--- src/hw/rtl/scan_point_segmenter_core_assert.svh ---
// Assertion macros used by the scan point segmenter core.
`ifndef SCAN_POINT_SEGMENTER_CORE_ASSERT_SVH
`define SCAN_POINT_SEGMENTER_CORE_ASSERT_SVH

// Clocked assertion that is switched off while reset is applied.
`define SCNSEG_ASSERT(label, prop, msg) \
  label: assert property (@(posedge clk_i) disable iff (!rst_ni) prop) else $error(msg);

// Clocked assertion that also holds during reset.
`define SCNSEG_ASSERT_ALWAYS(label, prop, msg) \
  label: assert property (@(posedge clk_i) prop) else $error(msg);

`endif

--- src/hw/rtl/scnseg_pkg.sv ---
// Types, constants and arithmetic helpers of the scan point segmenter.
`default_nettype none

package scnseg_pkg;

  localparam int MAX_BEAMS = 1024;
  localparam int IDX_W     = 10;
  // Highest beam index; indices saturate here on an overlong scan.
  localparam int IDX_CAP   = ((MAX_BEAMS < 1024) ? MAX_BEAMS : 1024) - 1;

  localparam int COORD_W = 16;
  localparam int CFG_W   = 12;
  localparam int SQ_W    = 2 * CFG_W;
  localparam int DIST_W  = 33;

  localparam logic [CFG_W-1:0] GAP_THRESHOLD_RST = CFG_W'(200);
  localparam logic [CFG_W-1:0] SIZE_MIN_RST      = CFG_W'(200);
  localparam logic [CFG_W-1:0] SIZE_MAX_RST      = CFG_W'(400);

  typedef enum logic [1:0] {
    CFG_GAP_THRESHOLD = 2'd0,
    CFG_SIZE_MIN      = 2'd1,
    CFG_SIZE_MAX      = 2'd2
  } cfg_reg_e;

  typedef struct packed {
    logic signed [COORD_W-1:0] point_x;
    logic signed [COORD_W-1:0] point_y;
    logic                      last_beam;
  } point_t;

  typedef struct packed {
    logic [IDX_W-1:0]          first_index;
    logic [IDX_W-1:0]          end_index;
    logic signed [COORD_W-1:0] mid_x;
    logic signed [COORD_W-1:0] mid_y;
    logic [DIST_W-1:0]         size_squared;
    logic                      is_candidate;
    logic                      scan_end;
  } result_t;

  // A closed segment waiting to be measured.
  typedef struct packed {
    logic [IDX_W-1:0]          first_index;
    logic [IDX_W-1:0]          end_index;
    logic signed [COORD_W-1:0] start_x;
    logic signed [COORD_W-1:0] start_y;
    logic signed [COORD_W-1:0] end_x;
    logic signed [COORD_W-1:0] end_y;
    logic                      scan_end;
  } seg_rec_t;

  // Squared size window, exclusive on both ends.
  typedef struct packed {
    logic [SQ_W-1:0] min2;
    logic [SQ_W-1:0] max2;
  } size_win_t;

  function automatic logic [DIST_W-1:0] dist_sq(
    input logic signed [COORD_W-1:0] ax,
    input logic signed [COORD_W-1:0] ay,
    input logic signed [COORD_W-1:0] bx,
    input logic signed [COORD_W-1:0] by
  );
    logic signed [COORD_W:0]     dx;
    logic signed [COORD_W:0]     dy;
    logic signed [2*COORD_W+1:0] px;
    logic signed [2*COORD_W+1:0] py;
    dx = {ax[COORD_W-1], ax} - {bx[COORD_W-1], bx};
    dy = {ay[COORD_W-1], ay} - {by[COORD_W-1], by};
    px = dx * dx;
    py = dy * dy;
    // Each square is below 2^32, so the low 32 bits hold it exactly.
    return DIST_W'(px[2*COORD_W-1:0]) + DIST_W'(py[2*COORD_W-1:0]);
  endfunction

  function automatic logic [SQ_W-1:0] cfg_square(input logic [CFG_W-1:0] v);
    return {{CFG_W{1'b0}}, v} * {{CFG_W{1'b0}}, v};
  endfunction

endpackage

`default_nettype wire

--- src/hw/rtl/scnseg_if.sv ---
// Channel interfaces of the scan point segmenter: points, results, configuration.
`default_nettype none

interface scnseg_point_if;
  logic                 valid;
  logic                 ready;
  scnseg_pkg::point_t   data;
  modport source (output valid, output data, input ready);
  modport sink   (input valid, input data, output ready);
endinterface

interface scnseg_result_if;
  logic                 valid;
  logic                 ready;
  scnseg_pkg::result_t  data;
  modport source (output valid, output data, input ready);
  modport sink   (input valid, input data, output ready);
endinterface

interface scnseg_cfg_if;
  logic                               valid;
  logic                               ready;
  logic [1:0]                         index;
  logic [scnseg_pkg::CFG_W-1:0]       wdata;
  modport source (output valid, output index, output wdata, input ready);
  modport sink   (input valid, input index, input wdata, output ready);
endinterface

`default_nettype wire

--- src/hw/rtl/scnseg_measure.sv ---
// Measures a closed segment: midpoint, squared size and candidate flag.
`default_nettype none

module scnseg_measure (
  input  scnseg_pkg::seg_rec_t  rec_i,
  input  scnseg_pkg::size_win_t win_i,
  output scnseg_pkg::result_t   res_o
);

  logic [scnseg_pkg::DIST_W-1:0]         size2;
  logic signed [scnseg_pkg::COORD_W:0]   sum_x;
  logic signed [scnseg_pkg::COORD_W:0]   sum_y;

  assign size2 = scnseg_pkg::dist_sq(rec_i.start_x, rec_i.start_y, rec_i.end_x, rec_i.end_y);

  // Dropping the low bit of the widened sum rounds halves toward minus infinity.
  assign sum_x = {rec_i.start_x[scnseg_pkg::COORD_W-1], rec_i.start_x}
               + {rec_i.end_x[scnseg_pkg::COORD_W-1], rec_i.end_x};
  assign sum_y = {rec_i.start_y[scnseg_pkg::COORD_W-1], rec_i.start_y}
               + {rec_i.end_y[scnseg_pkg::COORD_W-1], rec_i.end_y};

  always_comb begin
    res_o.first_index  = rec_i.first_index;
    res_o.end_index    = rec_i.end_index;
    res_o.mid_x        = sum_x[scnseg_pkg::COORD_W:1];
    res_o.mid_y        = sum_y[scnseg_pkg::COORD_W:1];
    res_o.size_squared = size2;
    res_o.is_candidate = (size2 > scnseg_pkg::DIST_W'(win_i.min2))
                      && (size2 < scnseg_pkg::DIST_W'(win_i.max2));
    res_o.scan_end     = rec_i.scan_end;
  end

endmodule

`default_nettype wire

--- src/hw/rtl/scan_point_segmenter_core.sv ---
// A point passes through the input register, the segment slots and the output register.
// Throughput: one point per cycle while result_o is ready; a point that closes two segments
// stalls the next point, since the single output register drains one result per cycle.
// The rate is set by the registered update of the previous point and segment start.
// Reset (rst_ni low, asynchronous): pipeline empty, segment state and beam count zero,
// registers back to gap 200, size window 200 to 400. No clearing pass.
`default_nettype none
`include "scan_point_segmenter_core_assert.svh"

module scan_point_segmenter_core (
  input  logic                   clk_i,
  input  logic                   rst_ni,
  scnseg_cfg_if.sink             cfg_i,
  scnseg_point_if.sink           point_i,
  scnseg_result_if.source        result_o
);

  localparam int IDX_W   = scnseg_pkg::IDX_W;
  localparam int COORD_W = scnseg_pkg::COORD_W;
  localparam int SQ_W    = scnseg_pkg::SQ_W;

  // Configuration, kept as squares since every compare is on squared distances.
  logic [SQ_W-1:0] gap2_q;
  logic [SQ_W-1:0] min2_q;
  logic [SQ_W-1:0] max2_q;

  assign cfg_i.ready = 1'b1;

  always_ff @(posedge clk_i or negedge rst_ni) begin
    if (!rst_ni) begin
      gap2_q <= scnseg_pkg::cfg_square(scnseg_pkg::GAP_THRESHOLD_RST);
      min2_q <= scnseg_pkg::cfg_square(scnseg_pkg::SIZE_MIN_RST);
      max2_q <= scnseg_pkg::cfg_square(scnseg_pkg::SIZE_MAX_RST);
    end else if (cfg_i.valid && cfg_i.ready) begin
      case (cfg_i.index)
        scnseg_pkg::CFG_GAP_THRESHOLD: gap2_q <= scnseg_pkg::cfg_square(cfg_i.wdata);
        scnseg_pkg::CFG_SIZE_MIN:      min2_q <= scnseg_pkg::cfg_square(cfg_i.wdata);
        scnseg_pkg::CFG_SIZE_MAX:      max2_q <= scnseg_pkg::cfg_square(cfg_i.wdata);
        default: ;
      endcase
    end
  end

  // Input register.
  logic                s1_v_q;
  scnseg_pkg::point_t  s1_q;
  logic                s2_room;
  logic                s2_load;
  logic                point_acc;

  assign s2_load       = s1_v_q && s2_room;
  assign point_i.ready = !s1_v_q || s2_room;
  assign point_acc     = point_i.valid && point_i.ready;

  always_ff @(posedge clk_i or negedge rst_ni) begin
    if (!rst_ni) begin
      s1_v_q <= 1'b0;
    end else if (point_acc) begin
      s1_v_q <= 1'b1;
    end else if (s2_load) begin
      s1_v_q <= 1'b0;
    end
  end

  always_ff @(posedge clk_i) begin
    if (point_acc) begin
      s1_q <= point_i.data;
    end
  end

  // Segment state.
  logic signed [COORD_W-1:0] prev_x_q;
  logic signed [COORD_W-1:0] prev_y_q;
  logic signed [COORD_W-1:0] start_x_q;
  logic signed [COORD_W-1:0] start_y_q;
  logic [IDX_W-1:0]          start_idx_q;
  logic [IDX_W-1:0]          beam_count_q;

  logic                      first_pt;
  logic                      gap;
  logic signed [COORD_W-1:0] start_x_d;
  logic signed [COORD_W-1:0] start_y_d;
  logic [IDX_W-1:0]          start_idx_d;
  logic [IDX_W-1:0]          beam_count_d;
  scnseg_pkg::seg_rec_t      gap_rec;
  scnseg_pkg::seg_rec_t      last_rec;

  assign first_pt = (beam_count_q == '0);
  assign gap = !first_pt
            && (scnseg_pkg::dist_sq(prev_x_q, prev_y_q, s1_q.point_x, s1_q.point_y)
                >= scnseg_pkg::DIST_W'(gap2_q));

  always_comb begin
    start_x_d   = start_x_q;
    start_y_d   = start_y_q;
    start_idx_d = start_idx_q;
    if (first_pt || gap) begin
      start_x_d   = s1_q.point_x;
      start_y_d   = s1_q.point_y;
      start_idx_d = beam_count_q;
    end

    if (s1_q.last_beam) begin
      beam_count_d = '0;
    end else if (beam_count_q < IDX_W'(scnseg_pkg::IDX_CAP)) begin
      beam_count_d = beam_count_q + IDX_W'(1);
    end else begin
      beam_count_d = beam_count_q;
    end

    gap_rec.first_index = start_idx_q;
    gap_rec.end_index   = beam_count_q - IDX_W'(1);
    gap_rec.start_x     = start_x_q;
    gap_rec.start_y     = start_y_q;
    gap_rec.end_x       = prev_x_q;
    gap_rec.end_y       = prev_y_q;
    gap_rec.scan_end    = 1'b0;

    last_rec.first_index = start_idx_d;
    last_rec.end_index   = beam_count_q;
    last_rec.start_x     = start_x_d;
    last_rec.start_y     = start_y_d;
    last_rec.end_x       = s1_q.point_x;
    last_rec.end_y       = s1_q.point_y;
    last_rec.scan_end    = 1'b1;
  end

  always_ff @(posedge clk_i or negedge rst_ni) begin
    if (!rst_ni) begin
      prev_x_q     <= '0;
      prev_y_q     <= '0;
      start_x_q    <= '0;
      start_y_q    <= '0;
      start_idx_q  <= '0;
      beam_count_q <= '0;
    end else if (s2_load) begin
      prev_x_q     <= s1_q.point_x;
      prev_y_q     <= s1_q.point_y;
      start_x_q    <= start_x_d;
      start_y_q    <= start_y_d;
      start_idx_q  <= start_idx_d;
      beam_count_q <= beam_count_d;
    end
  end

  // Closed segments of one point: slot 0 closed by a gap, slot 1 by the last beam.
  scnseg_pkg::seg_rec_t rec_q [2];
  logic [1:0]           rec_v_q;
  logic                 out_v_q;
  scnseg_pkg::result_t  out_q;
  logic                 out_room;
  logic                 pop;
  scnseg_pkg::seg_rec_t head;
  scnseg_pkg::result_t  measured;
  scnseg_pkg::size_win_t win;

  assign out_room = !out_v_q || result_o.ready;
  assign pop      = out_room && (rec_v_q != 2'b00);
  assign head     = rec_v_q[0] ? rec_q[0] : rec_q[1];
  // The slots refill once the last pending segment leaves in this cycle.
  assign s2_room  = (rec_v_q == 2'b00) || (pop && (rec_v_q != 2'b11));

  always_ff @(posedge clk_i or negedge rst_ni) begin
    if (!rst_ni) begin
      rec_v_q <= 2'b00;
    end else if (s2_load) begin
      rec_v_q <= {s1_q.last_beam, gap};
    end else if (pop) begin
      if (rec_v_q[0]) begin
        rec_v_q[0] <= 1'b0;
      end else begin
        rec_v_q[1] <= 1'b0;
      end
    end
  end

  always_ff @(posedge clk_i) begin
    if (s2_load) begin
      rec_q[0] <= gap_rec;
      rec_q[1] <= last_rec;
    end
  end

  assign win.min2 = min2_q;
  assign win.max2 = max2_q;

  scnseg_measure u_measure (
    .rec_i (head),
    .win_i (win),
    .res_o (measured)
  );

  // Output register.
  always_ff @(posedge clk_i or negedge rst_ni) begin
    if (!rst_ni) begin
      out_v_q <= 1'b0;
    end else if (out_room) begin
      out_v_q <= pop;
    end
  end

  always_ff @(posedge clk_i) begin
    if (pop) begin
      out_q <= measured;
    end
  end

  assign result_o.valid = out_v_q;
  assign result_o.data  = out_q;

  `SCNSEG_ASSERT_ALWAYS(a_beam_cap, beam_count_q <= IDX_W'(scnseg_pkg::IDX_CAP), "beam count past cap")
  `SCNSEG_ASSERT(a_s1_hold, s1_v_q && !s2_load |=> s1_v_q && $stable(s1_q), "stalled point lost")
  `SCNSEG_ASSERT(a_last_rec, s2_load && s1_q.last_beam |=> rec_v_q[1] && rec_q[1].scan_end, "final segment not queued")
  `SCNSEG_ASSERT(a_scan_restart, s2_load && s1_q.last_beam |=> beam_count_q == '0, "scan did not restart")
  `SCNSEG_ASSERT(a_rec_kept, (rec_v_q != 2'b00) && !pop |=> rec_v_q != 2'b00, "pending segment dropped")

endmodule

`default_nettype wire
--- src/flat_wrapper.sv ---
// flat-port wrapper written by rule: the top's interface ports become plain ports
module scan_point_segmenter_core_flat 
  (clk_i, rst_ni, cfg_i_valid, cfg_i_index, cfg_i_wdata, cfg_i_ready, point_i_valid, point_i_data, point_i_ready, result_o_valid, result_o_data, result_o_ready);
  scnseg_cfg_if cfg_i_i ();
  scnseg_point_if point_i_i ();
  scnseg_result_if result_o_i ();
  input  logic clk_i;
  input  logic rst_ni;
  input wire logic [$bits(cfg_i_i.valid)-1:0] cfg_i_valid;
  input wire logic [$bits(cfg_i_i.index)-1:0] cfg_i_index;
  input wire logic [$bits(cfg_i_i.wdata)-1:0] cfg_i_wdata;
  output wire logic [$bits(cfg_i_i.ready)-1:0] cfg_i_ready;
  input wire logic [$bits(point_i_i.valid)-1:0] point_i_valid;
  input wire logic [$bits(point_i_i.data)-1:0] point_i_data;
  output wire logic [$bits(point_i_i.ready)-1:0] point_i_ready;
  output wire logic [$bits(result_o_i.valid)-1:0] result_o_valid;
  output wire logic [$bits(result_o_i.data)-1:0] result_o_data;
  input wire logic [$bits(result_o_i.ready)-1:0] result_o_ready;
  assign cfg_i_i.valid = cfg_i_valid;
  assign cfg_i_i.index = cfg_i_index;
  assign cfg_i_i.wdata = cfg_i_wdata;
  assign cfg_i_ready = cfg_i_i.ready;
  assign point_i_i.valid = point_i_valid;
  assign point_i_i.data = point_i_data;
  assign point_i_ready = point_i_i.ready;
  assign result_o_valid = result_o_i.valid;
  assign result_o_data = result_o_i.data;
  assign result_o_i.ready = result_o_ready;
  scan_point_segmenter_core u_core (.clk_i(clk_i), .rst_ni(rst_ni), .cfg_i(cfg_i_i), .point_i(point_i_i), .result_o(result_o_i));
endmodule
--- config.mk ---
export PLATFORM = sky130hd
export DESIGN_NAME = scan_point_segmenter_core_flat
export DESIGN_NICKNAME = d
export VERILOG_FILES = /design/src/hw/rtl/scnseg_pkg.sv /design/src/hw/rtl/scnseg_if.sv /design/src/hw/rtl/scnseg_measure.sv /design/src/hw/rtl/scan_point_segmenter_core.sv /design/src/flat_wrapper.sv
export VERILOG_INCLUDE_DIRS = /design/src /design/src/hw/rtl
export SDC_FILE = /design/constraint.sdc
export NUM_CORES = 2
export LEC_CHECK = 0
export ABC_AREA = 0
export BUFFER_PORTS_ARGS = -buffer_cell sky130_fd_sc_hd__buf_2
export CORE_MARGIN = 3
export CORE_UTILIZATION = 50
export CTS_BUF_LIST = sky130_fd_sc_hd__clkbuf_8
export DETAILED_ROUTE_END_ITERATION = 10
export PLACE_DENSITY = 0.66
export REMOVE_ABC_BUFFERS = 1
export SLEW_MARGIN = 0
export SYNTH_ARGS = -nofsm -noshare
export SYNTH_HDL_FRONTEND = slang
export SYNTH_HIERARCHICAL = 1
export SYNTH_SLANG_ARGS = --single-unit
export TNS_END_PERCENT = 10
--- constraint.sdc ---
create_clock -name clk_i -period 18.6 [get_ports clk_i]
set_input_delay 3.72 -clock clk_i [delete_from_list [all_inputs] [get_ports clk_i]]
set_output_delay 3.72 -clock clk_i [all_outputs]
set_load 0.02 [all_outputs]
# ---- Word-level counts from Yosys, hierarchy flattened
# Memories as Yosys holds them, arrays and structs flattened.
# Index checks and enable logic that the tools add are counted.
dict set report word_totals {
  register_bits 280
  latch_bits 0
  ramBits 170
  rom_bits 0
  out_inout_bits 90
  word_cells 85
  n_memories 1
}
dict set report op_classes {
  add_sub_neg 10
  multipliers 5
  div_mod_pow 0
  magnitude_cmp 4
  n_eq_ne 4
  shifts 0
  mux 13
  bitwise 0
  reduce_logical 25
}
# name words word_bits read_ports rd_clocked_by_memory_dff write_ports line
set memory_table {}
lappend memory_table {u_core.rec_q 2 85 2 0 2 scan_point_segmenter_core.sv:147} ;# scnseg_pkg::seg_rec_t rec_q [2];
# cell count
set op_table {}
lappend op_table {{$mul 17x17->32} 4}
lappend op_table {{$mux 85} 1}
lappend op_table {{$sub 16x16->17} 4}
lappend op_table {{$add 32x32->33} 2}
lappend op_table {{$add 16x16->17} 2}
lappend op_table {{$ge 33x24->1} 1}
lappend op_table {{$gt 33x24->1} 1}
lappend op_table {{$lt 33x24->1} 1}
lappend op_table {{$mux 16} 2}
lappend op_table {{$mux 10} 3}
lappend op_table {{$mul 12x12->24} 1}
lappend op_table {{$add 10x1->10 const B} 1}
lappend op_table {{$logic_not 10->1} 1}
lappend op_table {{$lt 10x10->1 const B} 1}
lappend op_table {{$reduce_and 2->1} 5}
lappend op_table {{$sub 10x1->10 const B} 1}
lappend op_table {{$reduce_bool 2->1} 4}
lappend op_table {{$logic_and 1x1->1} 6}
lappend op_table {{$mux 1} 5}
lappend op_table {{$logic_not 2->1} 2}
lappend op_table {{$logic_or 1x1->1} 4}
lappend op_table {{$mux 2} 2}
lappend op_table {{$logic_not 1->1} 3}
lappend op_table {{$eq 2x1->1 const B} 1}
lappend op_table {{3 further kinds} 3}

# ---- Depth between registers and ports, before layout
dict set report depth {
  depth_word 8
  mapped_depth 56
  mapped_depth_nobuf 53
}

# ---- Hierarchy
# Netlist, hierarchy kept.
# mod n_inst cells_per_inst area_per_inst_um2 seq_area_each_um2
set by_module_without_submodules {}
lappend by_module_without_submodules {scan_point_segmenter_core 1 3960 41955.2 12595.8}
lappend by_module_without_submodules {scnseg_measure 1 2772 23785.3 0.0}

# ---- Least setup slack after synthesis
# Ideal clock, no wire load.
dict set report synth_path {
  path_kind {register -> register}
  start {register u_core.rec_v_q[0]}
  end {register u_core.out_q (netlist bit u_core/result_o.data[1]) (data pin)}
  setup_time_ns 0.170
  arrival_ns 11.554
  setup_slack_ns 6.876
  path_stages_with_launch 50
  n_path_buf 5
  path_cell_list {dfrtp_1 > clkbuf_1 > clkbuf_1 > clkbuf_1 > mux2_2 > ha_1 > nor2b_1 > o31a_1 > o21ai_1 > a21oi_1 > and2_1 > or2_2 > clkbuf_1 > inv_1 > clkbuf_1 > nand2_1 > fa_1 > inv_1 > (+14 left out) > ha_1 > and2_1 > a22o_1 > a31oi_1 > nand2b_1 > a21oi_1 > o21ai_1 > o41ai_1 > xnor2_1 > ha_1 > and3_1 > nand3_1 > nor4_1 > a2111oi_0 > o21ai_0 > or4_1 > or4_1 > nor4_2}
}
# item line
set synth_lines {}
lappend synth_lines {{start: declaration} scan_point_segmenter_core.sv:148} ;# logic [1:0] rec_v_q;
lappend synth_lines {{start signal: assignment} scan_point_segmenter_core.sv:167} ;# rec_v_q <= {s1_q.last_beam, gap};
lappend synth_lines {{end signal: assignment} scan_point_segmenter_core.sv:204} ;# out_q <= measured;
lappend synth_lines {{end: declaration} scan_point_segmenter_core.sv:150} ;# scnseg_pkg::result_t out_q;

==> run summary <==
first-pass GRT wire length -> 258000 µm
Seq/Total Area, Yosys -> 19.2%
first-iteration detailed-routing DRC count -> 3027
async set or reset register ratio after synthesis -> 35.3%
largest cells by area after synthesis -> fa_1 34%, edfxtp_1 13%, ha_1 11%
RSZ-0062 raised after global routing -> false
WS Path Type -> reg -> reg
DIE AREA -> 136000 µm²
Netlist Area Pre-Place -> 65700 µm²
commonest cells in the netlist -> 1579 x inv_1, 1118 x fa_1, 601 x ha_1
postcts setup bufs -> 0
crit path DAT -> 14.45 ns
clock slew at reported path FFs -> 0.06 ns
crit end category -> flop
crit path max fanout -> 52
normalized max-slew margin -> 29.5%
Routed Antenna Nets -> 0
Synth area leader -> fa_1
Syn Inst Count -> 6732
Area Growth Syn to Fin -> 6.47%
IO Count -> 142
gr usage total -> 24.0%
Max stage delay on crit path -> 0.75 ns
via count -> 45200
max-slew violation count -> 0
later-pin clock latency in the skew report -> 0.71 ns
final hold vios -> 0
DR pass1 iterations -> 6
Synthesis Warnings -> 6
Hold Crit Class -> reg -> reg
Post-synth EDFFs -> 288
Worst Tran Pin Value -> 1.05 ns
Synth Register Bits -> 445
IO Port Bufs -> 140
Post-Route WL -> 159000 µm
# clock sinks -> 445
period utilisation layout -> 74.9%
CTS resizes -> 0
Die Span X -> 369 µm
status -> finished, final reports clean
Max Freq -> 71.8 MHz
H-tree Lvls -> 3
synthesized area per cell -> 9.77 µm²
fin nets -> 8594
WL/cell -> 18.4 µm
CTS tree -> built
Fill cells -> 11600
initial antenna violation count -> 6
Initial Util -> 50.6%
clk_skew -> 0.0687 ns
CP most frequent cell -> fa_1
vias in the first global route -> 48400
Synth Flop Type -> edfxtp_1
Synth top area share -> 34.0%
DRC viols -> 0
Bufs on Longest Clock Path -> 3
largest net degree at the start of global routing -> 69
Detailed Place HPWL -> 132000 µm
CP max stage cell -> dfrtp_4
TritonCTS Buffers -> 79
share of layout cells above drive strength 1 -> 7.71%
row cnt -> 132
CP Launch Type -> flop
Netlist cell types -> 87
Post-CTS Hold Fix Bufs -> 0
final setup fails -> 0
Core Area -> 130000 µm²
clock root cell -> clkbuf_8
Die Span Y -> 369 µm
Max-Cap Viols -> 0
most instantiated library cell after synthesis -> inv_1
Via density -> 5.23
Remaining Overflow, GRT -> 0
Placer Congestion -> 0.950
final worst path period need -> 13.94 ns
setup_tns -> 0 ns
Worst EP required -> 19.11 ns
-- metal layers --
metal	track usage (%)	vias up	share of wire [%]	wire [µm]
met2	39.8	1153	48	75700
li1	-	21200	-	-
met5	0	-	0.0069	11
met3	4.09	214	6.2	9880
met4	7.44	2	3.1	4990
met1	32.3	22700	43	68400
-- worst max-delay path, delay by kind of cell (launching register included) --
kind | cells | cell delay, ns
AO/OA/AOI/OAI | 13 | 3.56
XOR/XNOR | 2 | 0.57
adder cells (fa/ha/maj) | 10 | 4.37
buffers and inverters | 5 | 1.40
flip-flops | 1 | 0.75
multiplexers | 1 | 0.43
AND/OR/NAND/NOR | 13 | 2.67
-- flip-flops by register name (all words and copies together) (netlist names), 2 cells and up --
signal	count
u_core/rec_q	168
u_core/result_o.data	87
u_core/last_rec	32
u_core/gap2_q	23
u_core/max2_q	23
u_core/min2_q	23
u_core/prev_x_q	16
u_core/prev_y_q	16
u_core/start_x_q	16
u_core/start_y_q	16
u_core/beam_count_q	10
u_core/start_idx_q	10
u_core/rec_v_q	2
-- logic make-up (layout without fill, tap and decap cells) --
family | Yosys count | count (layout) | share of synthesized area [%]
buffers and inverters | 1789 | 1945 | 10.4
adder cells (fa/ha/maj) | 1719 | 1719 | 45.5
AND/OR/NAND/NOR | 1459 | 1459 | 9.80
AO/OA/AOI/OAI | 843 | 843 | 8.02
flip-flops | 445 | 445 | 19.2
XOR/XNOR | 329 | 329 | 4.42
multiplexers | 146 | 146 | 2.72
other | 2 | 7 | 0.0114
-- worst paths after layout --
check,start,endpoint,depth (start not counted),slack (ns)
setup / recovery,u_core/rec_v_q[0],u_core/result_o.data[1],44,4.66
hold / removal,u_core/start_y_q[8],u_core/rec_q[0][40],0,0.44
setup reg to reg,u_core/rec_v_q[0],u_core/result_o.data[1],44,4.66
hold reg to reg,u_core/start_y_q[8],u_core/rec_q[0][40],0,0.44
max in group asynchronous,rst_ni,u_core/max2_q[16],3,13.67
min in group asynchronous,rst_ni,u_core/prev_x_q[2],1,2.98
-- metrics by stage --
step | util [%] | std cells | hold WS [ns] | cell area, µm² | worst slack (ns)
3_5_place_dp | 52.6 | 8484 | 0.434 | 68300 | 4.72
4_1_cts | 53.8 | 8631 | 0.417 | 70000 | 4.67
3_3_place_gp | 52.6 | 8484 | 0.432 | 68300 | 4.86
6_report | 53.9 | 8635 | 0.443 | 70000 | 4.66
2_1_floorplan | - | 6538 | 0.425 | 64900 | 5.02
5_1_grt | 53.8 | 8632 | 0.435 | 70000 | 3.73
-- cell usage in the layout, fill, tap and decap left out, types with 13 or more instances in the layout --
| master | instances |
|---|---|
| or2_2 | 19 |
| a21o_1 | 79 |
| inv_1 | 1611 |
| nor4_1 | 15 |
| a21oi_1 | 227 |
| nor2_1 | 486 |
| nand2b_1 | 43 |
| nand2_1 | 567 |
| ha_1 | 601 |
| o21ai_0 | 254 |
| o31ai_1 | 16 |
| o21a_1 | 58 |
| a211oi_1 | 39 |
| xor2_1 | 97 |
| a2111oi_0 | 13 |
| and3_1 | 23 |
| clkinv_1 | 13 |
| mux2_4 | 38 |
| nor2b_1 | 57 |
| nor3_1 | 65 |
| buf_4 | 64 |
| edfxtp_1 | 288 |
| and2_1 | 55 |
| dfrtp_1 | 141 |
| clkbuf_8 | 83 |
| xnor2_1 | 225 |
| nand4_1 | 17 |
| a31oi_1 | 16 |
| mux2_2 | 106 |
| nand3_1 | 46 |
| o21bai_1 | 37 |
| fa_1 | 1118 |
| buf_2 | 139 |
| o211ai_1 | 16 |
| or3_1 | 28 |
| dfstp_2 | 15 |
-- area by class of cell --
type / instances / area, µm² / area share, %
antenna: 4 / 10.0 / 0.0143
multi-input combinational: 4499 / 46400 / 66.2
timing repair buffer: 204 / 1190 / 1.70
sequential: 445 / 12600 / 18.0
inverter: 1594 / 5990 / 8.56
clock buffer: 83 / 1140 / 1.63
clock inverter: 64 / 522 / 0.745
tap: 1742 / 2180 / 3.11
Power is not shown: default switching activity piles up to over one toggle a cycle in this logic, so the estimate is an artifact.
